**src/design/dts_pkg.sv**
```systemverilog
`default_nettype none
package dts_pkg;

  localparam int COUNT_WIDTH_DEF = 32;

  localparam logic [1:0] OP_TICK   = 2'd0;
  localparam logic [1:0] OP_DELAY  = 2'd1;
  localparam logic [1:0] OP_LOCK   = 2'd2;
  localparam logic [1:0] OP_UNLOCK = 2'd3;

  localparam logic [1:0] TASK_A    = 2'd0;
  localparam logic [1:0] TASK_B    = 2'd1;
  localparam logic [1:0] TASK_IDLE = 2'd2;

  localparam logic [7:0] LOCK_MAX = 8'd255;

  typedef struct packed {
    logic [1:0]  operation;
    logic [31:0] delay_ticks;
  } in_item_t;

  typedef struct packed {
    logic [1:0] running_now;
    logic       switched;
    logic [7:0] lock_level;
  } out_item_t;

endpackage
`default_nettype wire

```
**src/design/dts_core.sv**
```systemverilog
`default_nettype none
module dts_core #(
  parameter int COUNT_WIDTH = dts_pkg::COUNT_WIDTH_DEF
) (
  input  wire logic              clk,
  input  wire logic              rst_n,
  input  wire logic              step,
  input  wire dts_pkg::in_item_t item,
  output dts_pkg::out_item_t     result
);
  import dts_pkg::*;

  logic [COUNT_WIDTH-1:0] a_cnt_r, a_cnt_nxt;
  logic [COUNT_WIDTH-1:0] b_cnt_r, b_cnt_nxt;
  logic [COUNT_WIDTH-1:0] ticks;
  logic [1:0]             run_r, run_nxt;
  logic [7:0]             lock_r, lock_nxt;
  logic                   resched;
  logic                   sw;

  assign ticks = COUNT_WIDTH'(item.delay_ticks);

  // apply the operation to counters and lock depth
  always_comb begin
    a_cnt_nxt = a_cnt_r;
    b_cnt_nxt = b_cnt_r;
    lock_nxt  = lock_r;
    resched   = 1'b0;
    unique case (item.operation)
      OP_TICK: begin
        if (a_cnt_r != '0) a_cnt_nxt = a_cnt_r - COUNT_WIDTH'(1);
        if (b_cnt_r != '0) b_cnt_nxt = b_cnt_r - COUNT_WIDTH'(1);
        resched = 1'b1;
      end
      OP_DELAY: begin
        if (run_r == TASK_A) a_cnt_nxt = ticks;
        else if (run_r == TASK_B) b_cnt_nxt = ticks;
        resched = 1'b1;
      end
      OP_LOCK: begin
        if (lock_r != LOCK_MAX) lock_nxt = lock_r + 8'd1;
      end
      OP_UNLOCK: begin
        if (lock_r != 8'd0) begin
          lock_nxt = lock_r - 8'd1;
          resched  = (lock_r == 8'd1);
        end
      end
      default: ;
    endcase
  end

  // pick the next task from the updated counters
  always_comb begin
    run_nxt = run_r;
    sw      = 1'b0;
    if (resched && lock_nxt == 8'd0) begin
      unique case (run_r)
        TASK_A: begin
          if (b_cnt_nxt == '0) begin
            run_nxt = TASK_B;
            sw      = 1'b1;
          end else if (a_cnt_nxt != '0) begin
            run_nxt = TASK_IDLE;
            sw      = 1'b1;
          end
        end
        TASK_B: begin
          if (a_cnt_nxt == '0) begin
            run_nxt = TASK_A;
            sw      = 1'b1;
          end else if (b_cnt_nxt != '0) begin
            run_nxt = TASK_IDLE;
            sw      = 1'b1;
          end
        end
        default: begin
          // idle, and the unused code treated as idle
          if (a_cnt_nxt == '0) begin
            run_nxt = TASK_A;
            sw      = 1'b1;
          end else if (b_cnt_nxt == '0) begin
            run_nxt = TASK_B;
            sw      = 1'b1;
          end
        end
      endcase
    end
  end

  always_ff @(posedge clk) begin
    if (!rst_n) begin
      a_cnt_r <= '0;
      b_cnt_r <= '0;
      run_r   <= TASK_A;
      lock_r  <= 8'd0;
    end else if (step) begin
      a_cnt_r <= a_cnt_nxt;
      b_cnt_r <= b_cnt_nxt;
      run_r   <= run_nxt;
      lock_r  <= lock_nxt;
    end
  end

  assign result.running_now = run_nxt;
  assign result.switched    = sw;
  assign result.lock_level  = lock_nxt;

endmodule
`default_nettype wire

```
**src/design/two_task_delay_scheduler.sv**
```systemverilog
`default_nettype none
// channel  direction  payload      handshake
// in_      input      in_item_t    in_valid / in_ready
// out_     output     out_item_t   out_valid / out_ready
//
// one item per cycle sustained while out_ready is high; an accepted input
// reaches result valid through the input register, then the result register
// the scheduler state updates when an item moves from the input register
// into the result register
// a stalled result holds the input register; in_ready stays high while the
// input register is empty or drains in the same cycle
// synchronous active-low reset clears all counters, lock depth and valids
module two_task_delay_scheduler #(
  parameter int COUNT_WIDTH = dts_pkg::COUNT_WIDTH_DEF
) (
  input  wire logic               clk,
  input  wire logic               rst_n,
  input  wire logic               in_valid,
  output logic                    in_ready,
  input  wire dts_pkg::in_item_t  in_data,
  output logic                    out_valid,
  input  wire logic               out_ready,
  output dts_pkg::out_item_t      out_data
);
  import dts_pkg::*;

  in_item_t  in_item_r;
  logic      in_valid_r;
  out_item_t out_item_r;
  logic      out_valid_r;
  out_item_t result;
  logic      advance;

  assign advance  = in_valid_r && (!out_valid_r || out_ready);
  assign in_ready = !in_valid_r || advance;

  dts_core #(
    .COUNT_WIDTH(COUNT_WIDTH)
  ) u_core (
    .clk    (clk),
    .rst_n  (rst_n),
    .step   (advance),
    .item   (in_item_r),
    .result (result)
  );

  always_ff @(posedge clk) begin
    if (!rst_n) begin
      in_valid_r <= 1'b0;
    end else if (in_ready) begin
      in_valid_r <= in_valid;
    end
  end

  always_ff @(posedge clk) begin
    if (in_ready && in_valid) in_item_r <= in_data;
  end

  always_ff @(posedge clk) begin
    if (!rst_n) begin
      out_valid_r <= 1'b0;
    end else if (advance) begin
      out_valid_r <= 1'b1;
    end else if (out_ready) begin
      out_valid_r <= 1'b0;
    end
  end

  always_ff @(posedge clk) begin
    if (advance) out_item_r <= result;
  end

  assign out_valid = out_valid_r;
  assign out_data  = out_item_r;

endmodule
`default_nettype wire
```
**config.mk**
```make
export PLATFORM = sky130hd
export DESIGN_NAME = two_task_delay_scheduler
export DESIGN_NICKNAME = d
export VERILOG_FILES = /design/src/design/dts_pkg.sv /design/src/design/dts_core.sv /design/src/design/two_task_delay_scheduler.sv
export SDC_FILE = /design/constraint.sdc
export NUM_CORES = 1
export LEC_CHECK = 0
export BUFFER_PORTS_ARGS = -buffer_cell sky130_fd_sc_hd__buf_2
export CAP_MARGIN = 20
export CORE_AREA = 2 2 117 119
export DETAILED_ROUTE_END_ITERATION = 8
export DIE_AREA = 0 0 119 121
export PLACE_DENSITY = 0.78
export SLEW_MARGIN = 20
export SYNTH_ARGS = -nofsm -noshare
export SYNTH_HDL_FRONTEND = slang
export SYNTH_SLANG_ARGS = --single-unit
```
**constraint.sdc**
```tcl
create_clock -name clk -period 4.66 [get_ports clk]
set_input_delay 0.466 -clock clk [delete_from_list [all_inputs] [get_ports clk]]
set_output_delay 0.466 -clock clk [all_outputs]
set_load 0.01 [all_outputs]
```
# After elaboration in Yosys (flattened, before gate mapping)
# Index checks and enable logic that the tools add are counted.
# word_totals
inputBits	38
ff_bits	121
wordCells	69
output_inout_bits	13
# op_classes
n_addsub	4
eq_ne	6
reduce_logical	19
mux	29
# op_table
operator	n
$mux 32	5
$pmux 32 s2	2
$reduce_bool 32->1	4
$logic_not 32->1	2
$sub 32x1->32 const B	2
$mux 8	2
$pmux 8 s2	1
$mux 2	7
$mux 1	9
$add 8x1->8 const B	1
$eq 8x1->1 const B	1
$logic_not 8->1	1
$ne 8x8->1 const B	1
$reduce_bool 8->1	1
$sub 8x1->8 const B	1
$eq 2x1->1 const B	2
$eq 2x2->1 const B	2
$logic_not 2->1	2
$pmux 1 s2	2
$pmux 2 s2	1
$logic_and 1x1->1	3
$logic_not 1->1	2
$logic_or 1x1->1	2
$reduce_bool 2->1	1
$reduce_or 2->1	1

# Longest topological paths before layout
# Gate-level depths: netlist (run 1).
# logic_depth
word_depth	9
ltp_mapped	14
depth_no_buf	12

# By module
# Synthesis (run 1) repeated with hierarchy kept, for this count alone.
# unflattened
hier_cells	980
hier_area_um2	8097.8
# by_module_without_submodules
mod	area_each_um2	n_inst	cells_per_inst
dts_core	6642.6	1	926
two_task_delay_scheduler	1455.1	1	54

# Worst setup path after synthesis (run 1)
# OpenSTA, ideal clock, no wires.
# synth_path
path_type	reg-to-reg
from	reg u_core.b_cnt_r[18]
to	reg out_item_r (netlist bit out_data[10]), data pin
arrival_time_ns	3.492
stages_incl_launch_ff	13
required_ns	4.400
slack_ns	0.908
n_path_buf	2
setup_ns	0.260
cell_sequence	dfxtp_1 -> or3_1 -> buf_2 -> or4_4 -> buf_6 -> nor3_4 -> nor4_1 -> a221oi_1 -> nand2_1 -> or4_1 -> or4_4 -> nor2b_1 -> mux2_2
# synth_rtl
item	line	text
start: declaration	dts_core.sv:14	logic [COUNT_WIDTH-1:0] b_cnt_r, b_cnt_nxt;
start signal: assignment	dts_core.sv:99	b_cnt_r <= b_cnt_nxt;
end signal: assignment	two_task_delay_scheduler.sv:70	if (advance) out_item_r <= result;
end: declaration	two_task_delay_scheduler.sv:29	out_item_t out_item_r;

==> results of run 1 <==
flip-flops by register name, summed over array words and instances, names as in the netlist:
name            flops
u_core.a_cnt_r     32
u_core.b_cnt_r     32
u_core.lock_r       8
out_valid           1
out_data           11
u_core.run_r        2
in_item_r          34
in_valid_r          1
cell families after synthesis:
group | Yosys count
multiplexers | 7
XOR/XNOR | 10
AND/OR/NAND/NOR | 439
flip-flops | 121
AO/OA/AOI/OAI | 294
buffers and inverters | 91
adder cells (fa/ha/maj) | 7
area by class of cell:
type,count,area share
clock inverters,14,0.01366
clock buffers,18,0.04944
well taps,176,0.02479
repair buffers,89,0.06394
flip-flops and latches,121,0.3234
inverters,17,0.007324
multi-input cells,757,0.5175
power breakdown:
part	internal, mW	switching (mW)	total, mW
sequential	1.16	0.0968	1.26
clock	0.746	0.520	1.27
combinational	0.295	0.519	0.813
stage by stage:
stage,power (mW),instances
2_1_floorplan,1.790,969
3_3_place_gp,2.039,1158
3_5_place_dp,2.039,1158
4_1_cts,3.290,1190
5_1_grt,3.444,1192
6_report,3.341,1192
routing by layer:
layer / vias to the layer above / routed length, um / global-route usage
met2: 742 / 11720 / 0.5568
met4: 0 / 1428 / 0.2001
met1: 3946 / 10440 / 0.5070
li1: 3824 / - / -
met5: - / 0 / 0
met3: 142 / 3863 / 0.1039
critical path: cells and delay by family (launching register included):
kind	cells	cell delay (ns)
and+or+nand+nor	8	2.81
DFF	1	0.39
muxes	1	0.28
AOI/OAI and AO/OA	1	0.62
repair_timing:
| action | 4_1_cts | 5_1_grt |
|---|---|---|
| gates resized for setup | 0 | 1 |
| hold buffers | 0 | 0 |
| endpoints found under the setup margin | 0 | 2 |
| buffers inserted | 0 | 2 |
layout by cell type, fill, tap and decap left out, drive strengths merged, types with 6 or more instances in the layout:
master  instances
and3            7
buf            89
o311ai          7
a311oi          7
nor2          109
inv            19
edfxtp         45
o31ai          11
a22oi           9
nor3           55
or3            23
nand4          14
a211oi         40
nor4           36
a21oi          67
o21ai          51
or4            22
clkinv          7
a221oi          6
dfxtp          76
clkbuf         18
o22ai           8
a22o           15
ha              7
nand2          86
nand3          34
and2            8
a31oi          13
nand2b         12
worst min path at each step:
stage / from / end / slack [ns] / cells past startpoint
6_report: in_data[20] / in_item_r[20] / 0.21 / 1
3_3_place_gp: u_core.b_cnt_r[1] / u_core.b_cnt_r[1] / 0.49 / 2
4_1_cts: in_data[2] / in_item_r[2] / 0.21 / 1
2_1_floorplan: u_core.b_cnt_r[11] / u_core.b_cnt_r[11] / 0.47 / 2
3_5_place_dp: u_core.a_cnt_r[23] / u_core.a_cnt_r[23] / 0.50 / 2
5_1_grt: in_data[31] / in_item_r[31] / 0.21 / 1
==> impl_metrics.toml, run 1 <==
[outcome]
status = "finished clean"

[setup_path]
cp-endpoint = "out_data[10]"
crit_type = "reg2reg"
r2r_cells = 10
cp_max_fo = 8
cpMostUsedCell = "or4_1"
worst_setup_path_end_kind = "flip-flop"
required_ns = 4.83
worst_r2r_endpoint = "out_data[10]"
reg2reg_slack_ns = 0.28
setup.worst_path.start_class = "flip-flop"
slowest_delay_ns = 0.70
critPathSlowestCell = "or4_1"
worstPathArrival_ns = 4.55
r2r-start = "u_core.a_cnt_r[8]"
cp_cell_sequence = "or4_1 -> nor4_4 -> nand2_1 -> or4_1 -> a311oi_1 -> nand4_1 -> or4_1 -> nor3_2 -> nor2b_1 -> mux2_2"
cp-startpoint = "u_core.a_cnt_r[8]"

[grt]
grt_pass1_wl_mm = 42.38
grt_pass1_vias = 7567
antenna_found_initial = 0
grt_max_degree = 63
grt-ovfl-total = 0
grtUsageTotal = 0.3784

[cells_and_area]
design_area_um2 = 8884
filler_cell_count = 1084
syn_to_final_growth_pct = 14.02
drive_gt1_frac = 0.1407
multi_input_area_um2 = 4597
insertedDiodeCount = 0
final_util = 0.6789
seq_area_um2 = 2873
nets = 1048

[synthesis]
synth_top_area_share = 0.1953
synth_area_um2 = 7791
synth_common_cells = "109 x nor2_1, 86 x nand2_1, 76 x dfxtp_1"
yosys.area.top_type = "dfxtp_1"
synthesis.nets = 1014
netlist_top_cells_area = "dfxtp_1 20%, edfxtp_1 17%, nor2_1 5.3%, a21oi_1 4.3%, nand2_1 4.1%"
ys_types = 81
synth-warning-count = 0
synth_most_common_cell = "nor2_1"
ys_seq_area_frac = 0.3687
muxShareOfSynthArea = 0.009635
synthFlopType = "dfxtp_1"
synth-async-reset-ratio = 0
ys_seq_elements = 121
synth-edff-count = 45
avgSynthCellArea_um2 = 8.040
synthAdderAreaFrac = 0.01124
synthCells = 969
synth_compound_area_frac = 0.2594
synth_top_family_by_area = "simple AND/OR/NAND/NOR gates"
yosys.area_share.simple = 0.2945
synth_xor_xnor_area_share = 0.01124

[clock_network]
cts.htree.levels = 4
cts_sinks = 121
clk_pin_slew_ns = 0.06
worstSkewPairLatency_ns = 0.43
cts_buffer_depth = 2
cts_buffers = 17
cts_tree = "built"
cts-root-buf = "clkbuf_16"

[flow_run]
maxCapViolations = 0

[pwr]
pwr_density_cell_nw_per_um2 = 376.1
p_leak_nw = 3.162
max-vdd-ir-drop_mv = 0.3362

[detailed_routing]
num_vias = 8654
wl_per_cell_um = 23.03
drtPass1Iterations = 8
drc = 0
ant_nets = 0
first_iter_violations = 1816
viasPerCell = 7.260
routed_wl_mm = 27.46

[timing]
skew_ns = 0.009771
min_period_over_period = 0.9394
whs_ns = 0.2108
fin_crit_ns = 4.377
max_slew.worst_pin.slew_ns = 0.8713
slew_headroom = 0.4191
tns_ns = 0
fin_ws_ns = 0.2826
setup_viol = 0
timing.fmax_mhz = 228.4
grt_setup_unrepaired = "false"
slew_viol_final = 0
finalHoldViolations = 0

[floorplanning]
die_h_um = 121
initial_utilization = 0.5954
fp.coreArea_um2 = 13090
std_cell_rows = 42
fp.dieArea_um2 = 14400
io_pins = 51
fp.dieW_um = 119

[placed_design]
place_congestion = 1.103
portBuffers = 50
hpwlAfterDp_mm = 19.31
post-place-ws_ns = 0.3142
placed_cell_area_um2 = 8299

[min_path]
hold_class = "in2reg"
Power figures use the tool's default switching activity.
==> inputs of run 2 (changes only) <==
--- a/config.mk
+++ b/config.mk
@@ -7,11 +7,12 @@
 export LEC_CHECK = 0
 export BUFFER_PORTS_ARGS = -buffer_cell sky130_fd_sc_hd__buf_2
 export CAP_MARGIN = 20
-export CORE_AREA = 2 2 117 119
+export CORE_AREA = 2 2 120 122
 export DETAILED_ROUTE_END_ITERATION = 8
-export DIE_AREA = 0 0 119 121
-export PLACE_DENSITY = 0.78
+export DIE_AREA = 0 0 122 124
+export PLACE_DENSITY = 0.77
 export SLEW_MARGIN = 20
 export SYNTH_ARGS = -nofsm -noshare
 export SYNTH_HDL_FRONTEND = slang
+export SYNTH_HIERARCHICAL = 1
 export SYNTH_SLANG_ARGS = --single-unit
==> run 2 against run 1 <==
  * Sequential cell count is the same
  * Setup slack better by 0.072 ns
  * Cell area rose by 3.2%
  * Critical path depth unchanged
  * Hold slack improved by 0.0011 ns
  * First-iteration DRC count fell by 35%
  * Clock-buffer cell count shrank 1
  * Global-route usage about the same
  * Sequential power barely moved
  * Synthesized area up 3.9%
  * Utilization is 1.1 points lower
  * Synthesized cell count up 1.1%
  * Largest power group unchanged
==> impl_metrics.toml, run 2 <==
[clock_network]
clk_pin_slew_ns = 0.06
cts_buffers = 17
cts-root-buf = "clkbuf_16"
hold_buffers = 0
worstSkewPairLatency_ns = 0.43
cts_tree = "built"
cts_sinks = 121
cts_buffer_depth = 2
cts.htree.levels = 4

[placed_design]
hpwlAfterDp_mm = 20.23
place_inst = 1168
place_congestion = 1.046
portBuffers = 50

[timing]
skew_ns = 0.009365
finalHoldViolations = 0
timing.fmax_mhz = 232.3
tns_ns = 0
setup_viol = 0
max_slew.worst_pin.slew_ns = 0.8699
min_period_over_period = 0.9239
grt_setup_unrepaired = "false"
fin_crit_ns = 4.306
slew_viol_final = 0
slew_headroom = 0.4189

[floorplanning]
fp.dieW_um = 122
die_h_um = 124
io_pins = 51
fp.coreArea_um2 = 13720
fp.dieArea_um2 = 15130
initial_utilization = 0.5902
std_cell_rows = 43

[detailed_routing]
drc = 0
num_vias = 8517
ant_nets = 0
first_iter_violations = 1185
drtPass1Iterations = 6
routed_wl_mm = 28.49
viasPerCell = 7.098
wl_per_cell_um = 23.74

[setup_path]
cp_cell_sequence = "or3_4 -> or4b_4 -> or4_2 -> nor3b_1 -> mux2i_1 -> nand2_1 -> or4bb_2 -> nor4_4 -> nor3b_1 -> nor4b_1"
cp-startpoint = "u_core/b_cnt_r[13]"
worst_setup_path_end_kind = "flip-flop"
critPathSlowestCell = "or4bb_2"
cp-endpoint = "out_data[8]"
slowest_delay_ns = 0.68
cpMostUsedCell = "nor3b_1"
worstPathArrival_ns = 4.47
r2r_cells = 10
r2r-start = "u_core/b_cnt_r[13]"
crit_type = "reg2reg"
cp_max_fo = 9
worst_r2r_endpoint = "out_data[8]"
reg2reg_slack_ns = 0.35
setup.worst_path.start_class = "flip-flop"
required_ns = 4.83

[grt]
use_met3 = 0.1030
grt-ovfl-total = 0
grt_max_degree = 74
grtUsageTotal = 0.3787
grtUsageMet1 = 0.5111
grt_util_met2 = 0.5590
grt_pass1_vias = 7714
grt_pass1_wl_mm = 43.53
top_usage_layer = "met2"
antenna_found_initial = 0

[cells_and_area]
filler_cell_count = 1172
final_common_cell = "nor2_1"
largest_register_ffs = 34
drive_gt1_frac = 0.1716
syn_to_final_growth_pct = 13.20
final_cell_mix = "113 x nor2_1, 76 x dfxtp_1, 73 x nand2_1"
nets = 1053
top_regs = "in_item_r x34, u_core/a_cnt_r x32, u_core/b_cnt_r x32"
insertedDiodeCount = 0
top_register = "in_item_r"
seq_area_um2 = 2873
layout.cells.non_filler = 1200
multi_input_area_um2 = 4810

[synthesis]
synth-async-reset-ratio = 0
synth_top_area_share = 0.1879
ys_types = 97
synth-edff-count = 45
synthCells = 980
ys_seq_area_frac = 0.3548
synthFlopType = "dfxtp_1"
yosys.area.top_type = "dfxtp_1"
ys_seq_elements = 121
netlist_top_cells_area = "dfxtp_1 19%, edfxtp_1 17%, nor2_1 5.3%, a211oi_1 4.1%, o21ai_0 3.4%"
synthesis.nets = 1026
synth_most_common_cell = "nor2_1"
synth_area_um2 = 8098
avgSynthCellArea_um2 = 8.263
synth_common_cells = "114 x nor2_1, 76 x dfxtp_1, 73 x nand2_1"
synth-warning-count = 6

[pwr]
p_total_mw = 3.458
p_leak_nw = 3.426
max-vdd-ir-drop_mv = 0.3761
pwr_density_cell_nw_per_um2 = 377.3

[flow_run]
maxCapViolations = 0

[min_path]
hold_class = "in2reg"

[outcome]
status = "finished clean"
## run 2: cell types whose count changed in the layout (fill, tap and decap cells not counted), sizes merged, moves of 7 or more
cell	delta
a22o	-9
nor2b	+7
inv	+10
o21ai	+7
nor3b	+8
or3	-13
nand2	-13
a21oi	-15
nor3	-11
or4	-7
nand3	-8
a22oi	+9
mux2i	+15
and3	+12
## run 2: cells by family (layout without fill, tap and decap cells)
logic type	after synthesis	after routing	share of synthesized area
adder cells (fa/ha/maj)	8	8	0.01236
XOR/XNOR	10	10	0.01082
AND/OR/NAND/NOR	424	424	0.2897
buffers and inverters	103	143	0.05701
multiplexers	18	18	0.02225
AO/OA/AOI/OAI	296	296	0.2531
flip-flops	121	121	0.3548
## run 2: worst min-delay path by stage
stage / cells after the start / slack, ns / from / end
after floorplan: 2 / 0.47 / u_core/a_cnt_r[19] / u_core/a_cnt_r[19]
after global placement: 2 / 0.48 / u_core/a_cnt_r[19] / u_core/a_cnt_r[19]
after detailed placement: 2 / 0.50 / u_core/a_cnt_r[19] / u_core/a_cnt_r[19]
after CTS: 1 / 0.20 / in_data[4] / in_item_r[4]
after global routing: 1 / 0.20 / in_data[19] / in_item_r[19]
final: 1 / 0.21 / in_data[4] / in_item_r[4]
## run 2: critical path, delay by kind of cell, from the launching register on
kind | cells | cell delay (ns)
muxes | 1 | 0.23
DFF | 1 | 0.41
and+or+nand+nor | 9 | 3.42
## run 2: area by class of cell
cell class,instances,area share
tap,180,0.02457
sequential,121,0.3134
inverter,23,0.009419
clock buffer,17,0.04641
multi-input combinational,756,0.5247
clock inverter,15,0.02034
timing repair buffer,88,0.06115
## run 2: power breakdown
| group | switching (mW) | internal [mW] |
|---|---|---|
| sequential | 0.0952 | 1.16 |
| clock | 0.533 | 0.852 |
| combinational | 0.516 | 0.299 |
## run 2: what timing repair did
action | 4_1_cts | 5_1_grt
setup endpoints to repair | 0 | 1
setup buffers | 0 | 0
resized for setup | 0 | 1
hold endpoints to repair | 0 | 0
## run 2: per-stage QoR
stage          instance area (um2)  utilization  worst slack (ns)  hold slack (ns)
3_5_place_dp                  8549       0.6232            0.4357           0.4993
6_report                      9166       0.6681            0.3544           0.2120
3_3_place_gp                  8549       0.6232            0.4480           0.4821
4_1_cts                       9161       0.6678            0.4147           0.2014
2_1_floorplan                 8098            -            0.6547           0.4658
5_1_grt                       9166       0.6681            0.1407           0.2009
## run 2: per-layer routing
| metal | vias to the layer above | wire length, um |
|---|---|---|
| met1 | 3924 | 11060 |
| met5 | - | 0 |
| met3 | 103 | 3922 |
| met4 | 0 | 1336 |
| met2 | 673 | 12170 |
| li1 | 3817 | - |
==> inputs of run 3 (changes only) <==
--- a/config.mk
+++ b/config.mk
@@ -11,7 +11,6 @@
 export DETAILED_ROUTE_END_ITERATION = 8
 export DIE_AREA = 0 0 122 124
 export PLACE_DENSITY = 0.77
-export SLEW_MARGIN = 20
 export SYNTH_ARGS = -nofsm -noshare
 export SYNTH_HDL_FRONTEND = slang
 export SYNTH_HIERARCHICAL = 1
==> constraint.sdc (replaced) <==
create_clock -name clk -period 5.5 [get_ports clk]
set_input_delay 0.55 -clock clk [delete_from_list [all_inputs] [get_ports clk]]
set_output_delay 0.55 -clock clk [all_outputs]
set_load 0.01 [all_outputs]
==> run 3 against run 2 <==
  * Cell area shrank 2.1%
  * Clock power is 18% lower
  * Final cell count is 1.5% lower
  * Maximum frequency down 2.4%
  * Die area is the same
  * Setup slack improved by 0.74 ns
  * Power fell by 17%
  * Clock-buffer cell count unchanged
  * Highest routed layer unchanged
==> impl_metrics.toml, run 3 (synthesis gave the netlist of run 2 again) <==
[outcome]
status = "finished clean"

[setup_path]
setup.worst_path.start_class = "flip-flop"
crit_type = "reg2reg"
required_ns = 5.68
cp-startpoint = "in_item_r[32]"
worst_setup_path_end_kind = "flip-flop"
cp_cell_sequence = "or2_2 -> a31o_2 -> nor4_1 -> a211oi_1 -> nor4b_1 -> nand4_1 -> nor4_4 -> o21ai_0 -> a22o_1"
r2r-start = "in_item_r[32]"
worstPathArrival_ns = 4.59
critPathSlowestCell = "or2_2"
cp_max_fo = 47
slowest_delay_ns = 0.88

[cells_and_area]
top_register = "in_item_r"
final_cell_mix = "113 x nor2_1, 76 x dfxtp_1, 73 x nand2_1"
syn_to_final_growth_pct = 10.78
nets = 1033
final_common_cell = "nor2_1"
largest_register_ffs = 34
top_regs = "in_item_r x34, u_core/a_cnt_r x32, u_core/b_cnt_r x32"
drive_gt1_frac = 0.1550

[grt]
grt_max_degree = 66
antenna_found_initial = 1
grtUsageTotal = 0.3710
grt-ovfl-total = 0
grt_pass1_vias = 7567
grt_pass1_wl_mm = 42.30

[clock_network]
worstSkewPairLatency_ns = 0.43
cts_buffers = 17
cts_setup_buffers = 0
ctsResizeCount = 0
clk_pin_slew_ns = 0.06
cts_sinks = 121
cts-root-buf = "clkbuf_16"
cts_buffer_depth = 2
cts_tree = "built"
cts.htree.levels = 4
hold_buffers = 0

[detailed_routing]
drc = 0
first_iter_violations = 1460
drtPass1Iterations = 6
routed_wl_mm = 27.78
wl_per_cell_um = 23.50
viasPerCell = 7.201
ant_nets = 0
num_vias = 8511

[placed_design]
post-place-ws_ns = 1.257
hpwlAfterDp_mm = 19.37
portBuffers = 50
place_congestion = 1.093

[timing]
skew_ns = 0.006644
finalHoldViolations = 0
slew_headroom = 0.1890
slew_viol_final = 0
fin_ws_ns = 1.090
fin_crit_ns = 4.410
grt_setup_unrepaired = "false"
timing.fmax_mhz = 226.8
max_slew.worst_pin.slew_ns = 1.215
min_period_over_period = 0.8018
setup_viol = 0
tns_ns = 0

[min_path]
min-delay-start = "in_data[12]"
hold_class = "in2reg"

[floorplanning]
fp.dieW_um = 122
initial_utilization = 0.5902
fp.coreArea_um2 = 13720
std_cell_rows = 43
io_pins = 51
fp.dieArea_um2 = 15130
die_h_um = 124

[pwr]
p_leak_nw = 3.305
pwr_density_cell_nw_per_um2 = 318.5
max-vdd-ir-drop_mv = 0.2494

[flow_run]
maxCapViolations = 0
-- run 3: cell types whose count changed in the layout (fill, tap and decap cells not counted), sizes merged --
cell / before / now
clkinvlp: 2 / 3
bufinv: 3 / 2
diode: 0 / 2
buf: 88 / 68
inv: 29 / 28
clkinv: 4 / 5
-- run 3: cell type report --
class | count | area (um2)
clock inverters | 15 | 166.4
fillers | 1161 | 4748
diodes | 2 | 5.005
clock buffers | 17 | 425.4
multi-input cells | 756 | 4805
repair buffers | 68 | 385.4
inverters | 23 | 86.33
well taps | 180 | 225.2
flip-flops and latches | 121 | 2873
-- run 3: metrics by stage --
| stage | instances | power, mW | instance area, um2 | hold WS (ns) | utilization |
|---|---|---|---|---|---|
| 3_5_place_dp | 1148 | 1.711 | 8374 | 0.4900 | 0.6104 |
| 5_1_grt | 1180 | 2.957 | 8966 | 0.2794 | 0.6535 |
| 2_1_floorplan | 980 | 1.524 | 8098 | 0.4658 | - |
| 6_report | 1182 | 2.857 | 8971 | 0.2916 | 0.6539 |
| 3_3_place_gp | 1148 | 1.706 | 8374 | 0.4849 | 0.6104 |
| 4_1_cts | 1180 | 2.829 | 8966 | 0.2830 | 0.6535 |
-- run 3: worst paths after layout --
check / to / slack, ns / cells past startpoint
max: out_data[9] / 1.09 / 9
min: in_item_r[12] / 0.29 / 1
max reg2reg: out_data[9] / 1.09 / 9
min reg2reg: u_core/a_cnt_r[19] / 0.50 / 2
-- run 3: per-layer routing --
metal,GRT usage,part of all wire
met5,0,0
met3,0.1122,0.13
met4,0.1990,0.057
met2,0.5464,0.42
met1,0.4886,0.39
-- run 3: power by group --
part / internal [mW] / switching (mW) / leakage, nW
registers: 0.986 / 0.0833 / 1.06
logic: 0.235 / 0.427 / 1.96
clock network: 0.675 / 0.450 / 0.282
total: 1.90 / 0.961 / 3.30
-- run 3: critical path: cells and delay by family (launching register included) --
family,cells,cell delay (ns)
AOI/OAI and AO/OA,4,1.31
and+or+nand+nor,5,2.05
DFF,1,0.79
